$ cat config.mk
export PLATFORM = sky130hd
export DESIGN_NAME = kruskal_edge_acceptor
export DESIGN_NICKNAME = d
export VERILOG_FILES = /design/src/rtl/kea_pkg.sv /design/src/rtl/kruskal_edge_acceptor.sv
export SDC_FILE = /design/constraint.sdc
export NUM_CORES = 2
export LEC_CHECK = 0
export BUFFER_PORTS_ARGS = -buffer_cell sky130_fd_sc_hd__buf_4
export CAP_MARGIN = 10
export CELL_PAD_IN_SITES_DETAIL_PLACEMENT = 0
export CELL_PAD_IN_SITES_GLOBAL_PLACEMENT = 2
export CORE_AREA = 10 10 540 542
export CTS_BUF_LIST = sky130_fd_sc_hd__clkbuf_16
export DETAILED_ROUTE_END_ITERATION = 16
export DIE_AREA = 0 0 550 552
export PLACE_DENSITY_LB_ADDON = 0.08
export SLEW_MARGIN = 20
export SYNTH_ARGS = -nofsm -noshare
export SYNTH_HDL_FRONTEND = slang
export SYNTH_SLANG_ARGS = --single-unit
$ cat constraint.sdc
create_clock -name clk -period 23 [get_ports clk]
set_clock_uncertainty 0.05 [all_clocks]
set_input_delay 1.15 -clock clk [delete_from_list [all_inputs] [get_ports clk]]
set_output_delay 1.15 -clock clk [all_outputs]
set_load 0.01 [all_outputs]
$ cat src/rtl/kea_pkg.sv
// kea_pkg: shared types and constants for the kruskal edge acceptor
// no dependencies; used by kruskal_edge_acceptor, its checker and tb_top

package kea_pkg;

  localparam int MAX_NODES = 255;
  localparam int NODE_W    = $clog2(MAX_NODES + 1);
  localparam int DEPTH     = MAX_NODES + 1;
  localparam int ID_W      = 8;
  localparam int RANK_W    = 4;
  localparam int CMP_W     = 16;
  localparam logic [RANK_W-1:0] RANK_MAX = '1;

  localparam logic ACT_CLEAR = 1'b0;
  localparam logic ACT_EDGE  = 1'b1;

  typedef struct packed {
    logic            action;
    logic [ID_W-1:0] node_a;
    logic [ID_W-1:0] node_b;
  } cmd_t;

  typedef struct packed {
    logic accepted;
    logic bad_node;
  } result_t;

endpackage

$ cat src/rtl/kruskal_edge_acceptor.sv
// kruskal_edge_acceptor: union-find store for minimum spanning tree edge selection
// depends on kea_pkg (types, widths, action codes)

// Items are taken when start is high and busy is low. An edge with a bad
// endpoint (zero or above node_count) is answered without a walk, busy stays
// low and done pulses with the result on the next cycle. A good edge walks the
// parent chain of node_a, then of node_b, through one link/rank memory with a
// single registered read port, one link per cycle, with busy high from the
// accept until the root of node_b is found. Unions go by rank, so the number of
// links from a node to its root never exceeds 7 with 255 nodes. A clear item
// rewrites every entry of the link and rank memories, one entry per cycle, with
// busy high, and done pulses in the cycle after the last entry is written. The
// same clearing pass runs after reset, with busy high and no result. Each
// result is on done for exactly one cycle and cannot be held off; the next item
// may start in that same cycle.

module kruskal_edge_acceptor (
  input  logic                 clk,
  input  logic                 rst,
  input  logic                 start,
  output logic                 busy,
  input  kea_pkg::cmd_t        cmd,
  output logic                 done,
  output kea_pkg::result_t     result,
  input  logic                 cfg_we,
  input  logic [7:0]           cfg_wdata
);

  typedef enum logic [1:0] {
    S_IDLE,
    S_FIND_A,
    S_FIND_B,
    S_CLEAR
  } state_t;

  state_t state;

  // configuration
  logic [7:0] node_count;

  // link and rank memories, one read address, registered read
  logic [kea_pkg::NODE_W-1:0] link_mem [kea_pkg::DEPTH];
  logic [kea_pkg::RANK_W-1:0] rank_mem [kea_pkg::DEPTH];

  logic [kea_pkg::NODE_W-1:0] raddr;
  logic [kea_pkg::NODE_W-1:0] link_q;
  logic [kea_pkg::RANK_W-1:0] rank_q;

  // walk registers
  logic [kea_pkg::NODE_W-1:0] cur;
  logic [kea_pkg::NODE_W-1:0] node_b_reg;
  logic [kea_pkg::NODE_W-1:0] root_a;
  logic [kea_pkg::RANK_W-1:0] rank_a;

  // clearing pass: entry counter, and whether a clear item waits for its result
  logic [kea_pkg::NODE_W-1:0] clr_addr;
  logic                       clr_reply;
  logic                       clr_last;

  // derived walk values
  logic [kea_pkg::NODE_W-1:0] parent;
  logic [kea_pkg::RANK_W-1:0] cur_rank;
  logic                       at_root;

  // memory write controls
  logic                       link_we;
  logic [kea_pkg::NODE_W-1:0] link_waddr;
  logic [kea_pkg::NODE_W-1:0] link_wdata;
  logic                       rank_we;
  logic [kea_pkg::NODE_W-1:0] rank_waddr;
  logic [kea_pkg::RANK_W-1:0] rank_wdata;

  // endpoint range check
  logic [kea_pkg::CMP_W-1:0] limit;
  logic [kea_pkg::CMP_W-1:0] a_ext;
  logic [kea_pkg::CMP_W-1:0] b_ext;
  logic                      bad;
  logic                      accept;
  logic                      done_next;

  assign busy     = (state != S_IDLE);
  assign accept   = start && !busy;
  assign clr_last = (clr_addr == kea_pkg::NODE_W'(kea_pkg::MAX_NODES));

  always_comb begin
    if (kea_pkg::CMP_W'(node_count) > kea_pkg::CMP_W'(kea_pkg::MAX_NODES)) begin
      limit = kea_pkg::CMP_W'(kea_pkg::MAX_NODES);
    end else begin
      limit = kea_pkg::CMP_W'(node_count);
    end
    a_ext = kea_pkg::CMP_W'(cmd.node_a);
    b_ext = kea_pkg::CMP_W'(cmd.node_b);
    bad   = (a_ext == '0) || (b_ext == '0) || (a_ext > limit) || (b_ext > limit);
  end

  always_comb begin
    parent   = link_q;
    cur_rank = rank_q;
    at_root  = (parent == cur);
  end

  // read address: start of walk a, step of a walk, or jump to walk b
  always_comb begin
    unique case (state)
      S_IDLE:   raddr = kea_pkg::NODE_W'(cmd.node_a);
      S_FIND_A: raddr = at_root ? node_b_reg : parent;
      S_FIND_B: raddr = parent;
      default:  raddr = parent;
    endcase
  end

  // result strobe: bad edge next cycle, good edge at the end of walk b,
  // clear item at the end of its pass
  always_comb begin
    unique case (state)
      S_IDLE:   done_next = accept && (cmd.action == kea_pkg::ACT_EDGE) && bad;
      S_FIND_B: done_next = at_root;
      S_CLEAR:  done_next = clr_last && clr_reply;
      default:  done_next = 1'b0;
    endcase
  end

  // clearing pass, or union by rank once both roots are known and differ
  always_comb begin
    link_we    = 1'b0;
    link_waddr = cur;
    link_wdata = root_a;
    rank_we    = 1'b0;
    rank_waddr = root_a;
    rank_wdata = rank_a + kea_pkg::RANK_W'(1);
    if (state == S_CLEAR) begin
      // one entry per cycle back to a self link with rank zero
      link_we    = 1'b1;
      link_waddr = clr_addr;
      link_wdata = clr_addr;
      rank_we    = 1'b1;
      rank_waddr = clr_addr;
      rank_wdata = '0;
    end else if (state == S_FIND_B && at_root && cur != root_a) begin
      link_we = 1'b1;
      if (rank_a < cur_rank) begin
        // root a hangs under root b
        link_waddr = root_a;
        link_wdata = cur;
      end else begin
        // root b hangs under root a, equal ranks grow a
        link_waddr = cur;
        link_wdata = root_a;
        rank_we    = (rank_a == cur_rank) && (rank_a != kea_pkg::RANK_MAX);
      end
    end
  end

  // memories
  always_ff @(posedge clk) begin
    link_q <= link_mem[raddr];
    rank_q <= rank_mem[raddr];
    if (link_we) begin
      link_mem[link_waddr] <= link_wdata;
    end
    if (rank_we) begin
      rank_mem[rank_waddr] <= rank_wdata;
    end
  end

  // sequencer and registered outputs
  always_ff @(posedge clk) begin
    if (rst) begin
      state      <= S_CLEAR;
      clr_addr   <= '0;
      clr_reply  <= 1'b0;
      node_count <= 8'd255;
      done       <= 1'b0;
      result     <= '0;
    end else begin
      done <= done_next;
      if (cfg_we) begin
        node_count <= cfg_wdata;
      end
      unique case (state)
        S_IDLE: begin
          if (accept) begin
            if (cmd.action == kea_pkg::ACT_CLEAR) begin
              clr_addr  <= '0;
              clr_reply <= 1'b1;
              state     <= S_CLEAR;
            end else if (bad) begin
              result.accepted <= 1'b0;
              result.bad_node <= 1'b1;
            end else begin
              cur        <= kea_pkg::NODE_W'(cmd.node_a);
              node_b_reg <= kea_pkg::NODE_W'(cmd.node_b);
              state      <= S_FIND_A;
            end
          end
        end
        S_FIND_A: begin
          if (at_root) begin
            root_a <= cur;
            rank_a <= cur_rank;
            cur    <= node_b_reg;
            state  <= S_FIND_B;
          end else begin
            cur <= parent;
          end
        end
        S_FIND_B: begin
          if (at_root) begin
            result.accepted <= (cur != root_a);
            result.bad_node <= 1'b0;
            state           <= S_IDLE;
          end else begin
            cur <= parent;
          end
        end
        S_CLEAR: begin
          if (clr_last) begin
            result    <= '0;
            clr_reply <= 1'b0;
            state     <= S_IDLE;
          end else begin
            clr_addr <= clr_addr + kea_pkg::NODE_W'(1);
          end
        end
        default: state <= S_IDLE;
      endcase
    end
  end

endmodule

After elaboration in Yosys (flattened, before gate mapping):

Memories as Yosys holds them, arrays and structs flattened. A register that Yosys moved wholly into a read port is not among the register bits.
Index checks and enable logic that the tools add are counted.

* word-level logic and storage cells: 109
* ROM bits: 0
* memories: 2
* memory bits (writable): 3072
* latch bits: 0
* register bits after elaboration: 50
* output and inout port bits: 4

Memory list
* link_mem: words 256, bits a word 8, rd ports 1, clocked after Yosys merged registers in 1, wr ports 1, RTL line kruskal_edge_acceptor.sv:42 `logic [kea_pkg::NODE_W-1:0] link_mem [kea_pkg::DEPTH];`
* rank_mem: words 256, bits a word 4, rd ports 1, clocked after Yosys merged registers in 1, wr ports 1, RTL line kruskal_edge_acceptor.sv:43 `logic [kea_pkg::RANK_W-1:0] rank_mem [kea_pkg::DEPTH];`

* order comparisons: 3
* muxes and demuxes: 45
* eq/ne operators: 19
* bitwise operators: 2
* divide/modulo/power cells: 0
* add/subtract/negate cells: 2
* multiply operators: 0
* reductions and logical operators: 25
* shift-type cells: 0

Operators by type and width (count)
* 8-bit two-way mux: 15
* 8-bit case mux with 2 select lines: 2
* 8-bit case mux with 3 select lines: 1
* 2-bit two-way mux: 10
* 2-bit inequality test (second input constant): 10
* 8-bit greater-than comparator: 2
* 8-bit zero test: 2
* 1-bit two-way mux: 12
* 6-bit AND reduction: 2
* 5-bit AND reduction: 2
* 8-bit by 1-bit adder with 8-bit output (second input constant): 1
* 8-bit == test: 1
* 8-bit == test (second input constant): 1
* 8-bit inequality test: 1
* 2-bit case mux with 4 select lines: 1
* 4-bit AND reduction: 2
* 1-bit logical AND: 7
* 2-bit case mux with 3 select lines: 1
* 3-bit nonzero test: 2
* 4-bit by 1-bit adder with 4-bit output (second input constant): 1
* 2-bit == test (second input constant): 2
* 4-bit == test: 1
* 4-bit less-than comparator: 1
* 4-bit two-way mux: 1
* 11 further kinds: 15

Logic depth before layout (Yosys ltp):

* word-level depth: 8
* gate-level depth with buffers: 18
* mapped depth without buffers: 12

Least setup slack after synthesis:

Ideal clock, no wire load.

* path kind: register to register
* from: register rank_a[1] in the netlist's numbering
* to: memory link_mem[0][1] in the netlist's numbering (data pin)
* arrival: 9018 ps
* cell stages (with the launch flop): 10
* setup slack: 12352 ps
* cells stage by stage: edfxtp_1 ha_1 nor2b_1 o21ai_0 nand2b_1 a2111oi_0 buf_4 buf_1 mux2i_1 a21oi_1

* longest elaborated chain between the ends: 4

Ends and longest elaborated chain
* start: declaration: RTL line kruskal_edge_acceptor.sv:53 `logic [kea_pkg::RANK_W-1:0] rank_a;`
* start signal: assignment: RTL line kruskal_edge_acceptor.sv:200 `rank_a <= cur_rank;`
* 4-bit less-than comparator: RTL line kruskal_edge_acceptor.sv:141 `if (rank_a < cur_rank) begin`
* 8-bit two-way mux: RTL line kruskal_edge_acceptor.sv:141
* 8-bit two-way mux: RTL line kruskal_edge_acceptor.sv:139 `end else if (state == S_FIND_B && at_root && cur != root_a) begin`
* 8-bit two-way mux: RTL line kruskal_edge_acceptor.sv:131 `if (state == S_CLEAR) begin`
* via link_wdata, one bit: RTL line kruskal_edge_acceptor.sv:68 `logic [kea_pkg::NODE_W-1:0] link_wdata;`
* end: declaration: RTL line kruskal_edge_acceptor.sv:42

The timed path passes the listed nets, and every way through them passes these cells.

Worst setup path after layout:

* from: register link_q[2] in the netlist's numbering, read port of link_mem
* to: register link_q[5] in the netlist's numbering, read port of link_mem

* longest elaborated chain between the ends: 3

Ends and longest elaborated chain
* start: declaration: RTL line kruskal_edge_acceptor.sv:46 `logic [kea_pkg::NODE_W-1:0] link_q;`
* 8-bit == test: RTL line kruskal_edge_acceptor.sv:99 `at_root = (parent == cur);`
* 8-bit two-way mux: RTL line kruskal_edge_acceptor.sv:106 `S_FIND_A: raddr = at_root ? node_b_reg : parent;`
* 8-bit case mux with 2 select lines *: RTL line kruskal_edge_acceptor.sv:104 `unique case (state)`

Mark *: on every way between the ends. The rest lies on a longest branch, timed or not.
A chain may end at the register's enable or synchronous reset.

==> reports/summary.txt <==
Max_slew headroom -> 0.182
DP Area -> 130,000 sq um
WP data arrival -> 8.02 ns
FF-to-FF Start -> link_q[2]
Layout Nets -> 8,787
Mux contribution to synthesized area -> 0.0363
R2R setup slack -> 15.69 ns
Dpl ws -> 15.97 ns
Async set or reset register ratio after synthesis -> 0
CP Launch Type -> register
Initial antenna violation count -> 35
Hold Buf Count CTS -> 0
Post-Syn Area -> 126,000 sq um
MaxCap Viol Count -> 0
Root Driver -> clkbuf_16
DR WL/cell -> 31.1 um
H-tree depth -> 5
P&R area growth vs syn -> 11.9%
Synth Area in XOR/XNOR -> 0.00174
Vias in the first global route -> 73,900
Vias per cell -> 6.05
Port Buffers -> 32
Max FFs per register -> 2,048
CTS tree -> done
Sequential area share after synthesis -> 0.747
CP peak stage delay -> 0.85 ns
Final Cell Area -> 141,000 sq um
Hold Crit Depth -> 1
Die area -> 304,000 sq um
Syn_area_per_cell -> 14.2 sq um
Hold_sp -> cmd[7]
Num CTS Buffers -> 340
Top-count cell post-synth -> edfxtp_1
Post-DRT Antenna Nets -> 0
Fill cells -> 23,700
Synth Register Bits -> 3,134
Most used cell, CP -> buf_4
Gpl congestion -> 0.827
Crit path kind -> register to register
Hold Vio Cnt, Final -> 0
Hold Crit Class -> primary input to register
Final worst-path setup slack -> 15.69 ns
Die H -> 552 um
Worst Hold Path EP -> node_b_reg[7]
Adder-Cell Fraction of Synth Area -> 0.00269
Post-synthesis simple-gate area fraction -> 0.103
Synth cell count leaders -> edfxtp_1 (3,100), nand2_1 (1,538), nor2_1 (609)
F_max -> 137 MHz
Most used DFF post-synth -> edfxtp_1
Die X -> 550 um
Postcts setup bufs -> 0
Crit end category -> register
Vias post-DR -> 77,100
Tcrit/Tclk final -> 0.318
First-pass GRT wire length -> 561 mm
Max VDD drop -> 182 uV
Post-synth EDFFs -> 3,100
Crit-path max FO -> 140
Area contributors post-synth -> edfxtp_1 (74%), nand2_1 (4.6%), mux2i_1 (2.8%)
Run status -> finished clean
Row cnt -> 195
# resized after CTS -> 0
Biggest regs -> link_mem (2048), rank_mem (1024)
Fin util -> 0.500
Ordered cell list for the critical path -> xnor2_1 -> and4_1 -> nand3_1 -> buf_4 -> o211ai_1 -> buf_12 -> buf_4 -> buf_4 -> a31oi_1 -> a221oi_1 -> nand4_1 -> o22ai_1 -> mux2i_1
DRT iter0 DRCs -> 8,996
Largest net degree at the start of global routing -> 206
Initial core utilization -> 0.447
Unique masters post-synth -> 72
Final Critical Period -> 7.31 ns
Mapped Cells -> 8,826
Total Routed Length -> 396 mm
Post-synth net total -> 8,882
Synth warn -> 0
Slowest stage cell, crit path -> buf_4
Cell area power density -> 163 nW/um^2
Pre-antenna DRT Iters -> 7
R2r endpoint -> link_q[5]
Core area -> 281,000 sq um
GRT Overall Usage -> 0.253
Lkg Pwr -> 0.0463 uW
GRT overflow -> 0
Largest family of logic cells by synthesized area -> simple AND/OR/NAND/NOR gates
Proportion of layout cells with a drive suffix above 1 -> 0.0892
Reg clk slew, reported paths -> 0.06 ns
R2r worst-path depth -> 13
Clock Tree Buf Depth -> 4
Post-synthesis compound-gate area fraction -> 0.0872
Setup TNS -> 0 ns
Post-synth top area share -> 0.741
Required @ worst endpoint -> 23.71 ns
RSZ-0062 raised after global routing -> false
Max-slew violations -> 0
Final Setup Violations -> 0
Post-synth top area cell -> edfxtp_1
Largest Register -> link_mem
Ports -> 33
Worst Max-Slew Pin Slew -> 1.23 ns
Clock sinks -> 3,134
Residual DRC -> 0
Clk_lat worst skew -> 0.93 ns
DP HPWL -> 237 mm
[cell type report]
cell class | instances | area, sq um | share of cell area
multi-input combinational | 5014 | 29400 | 0.209
inverter | 32 | 120 | 0.000855
clock inverter | 268 | 2100 | 0.0150
antenna | 7 | 17.5 | 0.000125
sequential | 3134 | 93800 | 0.667
tap | 3743 | 4680 | 0.0333
clock buffer | 344 | 8610 | 0.0612
timing repair buffer | 209 | 1870 | 0.0133
[worst max path at each step]
stage	start	end	slack [ns]	cells past startpoint
final	link_q[2]	link_q[5]	15.69	13
after CTS	link_q[2]	link_q[5]	15.92	13
after global placement	link_q[4]	link_q[5]	15.91	13
after detailed placement	link_q[2]	link_q[5]	15.97	13
after floorplan	rank_a[1]	link_mem[0][1]	12.35	9
after global routing	link_q[2]	link_q[5]	15.42	13
[logic make-up after synthesis]
family	after synthesis
adders and majority gates	27
DFF	3134
buffers and inverters	678
xor gates and xnor gates	25
muxes	396
and+or+nand+nor	3000
AOI/OAI and AO/OA	1566
[worst max-delay path: cells and delay by family, from the launching register on]
family / cells / cell delay [ns]
compound gates: 4 / 1.92
xor+xnor: 1 / 0.25
buf+inv: 4 / 2.40
flops: 1 / 0.76
mux: 1 / 0.16
simple gates: 3 / 1.18
[per-layer routing]
layer	part of all wire	vias to the layer above	wire length, um	GRT usage
met5	0.00012	-	46	0
met1	0.45	39800	177000	0.379
met4	0.026	6	10400	0.0651
met2	0.45	3069	179000	0.385
li1	-	33700	-	-
met3	0.076	523	29900	0.0400
[layout by cell type (no fill, tap or decap), drive strengths merged, types with 209 or more instances in the layout]
master,Yosys,final
nand2,1538,1538
nor2,610,610
nand3,452,452
and3,222,222
clkbuf,399,344
edfxtp,3100,3100
mux2i,348,348
buf,247,209
a22oi,230,230
a211oi,381,381
a21oi,404,404
[report_power, final]
part / internal [uW] / leakage (uW) / total [uW] / switching [uW]
Clock: 3000 / 0.00546 / 5290 / 2290
Combinational: 2320 / 0.0123 / 10000 / 7720
Sequential: 7540 / 0.0286 / 7630 / 84.6
[stage by stage]
stage | instances | hold WS (ns) | total power [uW]
global placement | 12100 | 0.434 | 17700
finish | 12800 | 0.392 | 23000
detailed placement | 12100 | 0.445 | 17800
floorplan | 8826 | 0.358 | 13700
CTS | 12700 | 0.321 | 23000
global route | 12700 | 0.358 | 23900
No activity file was read; power rests on OpenSTA's default activity.
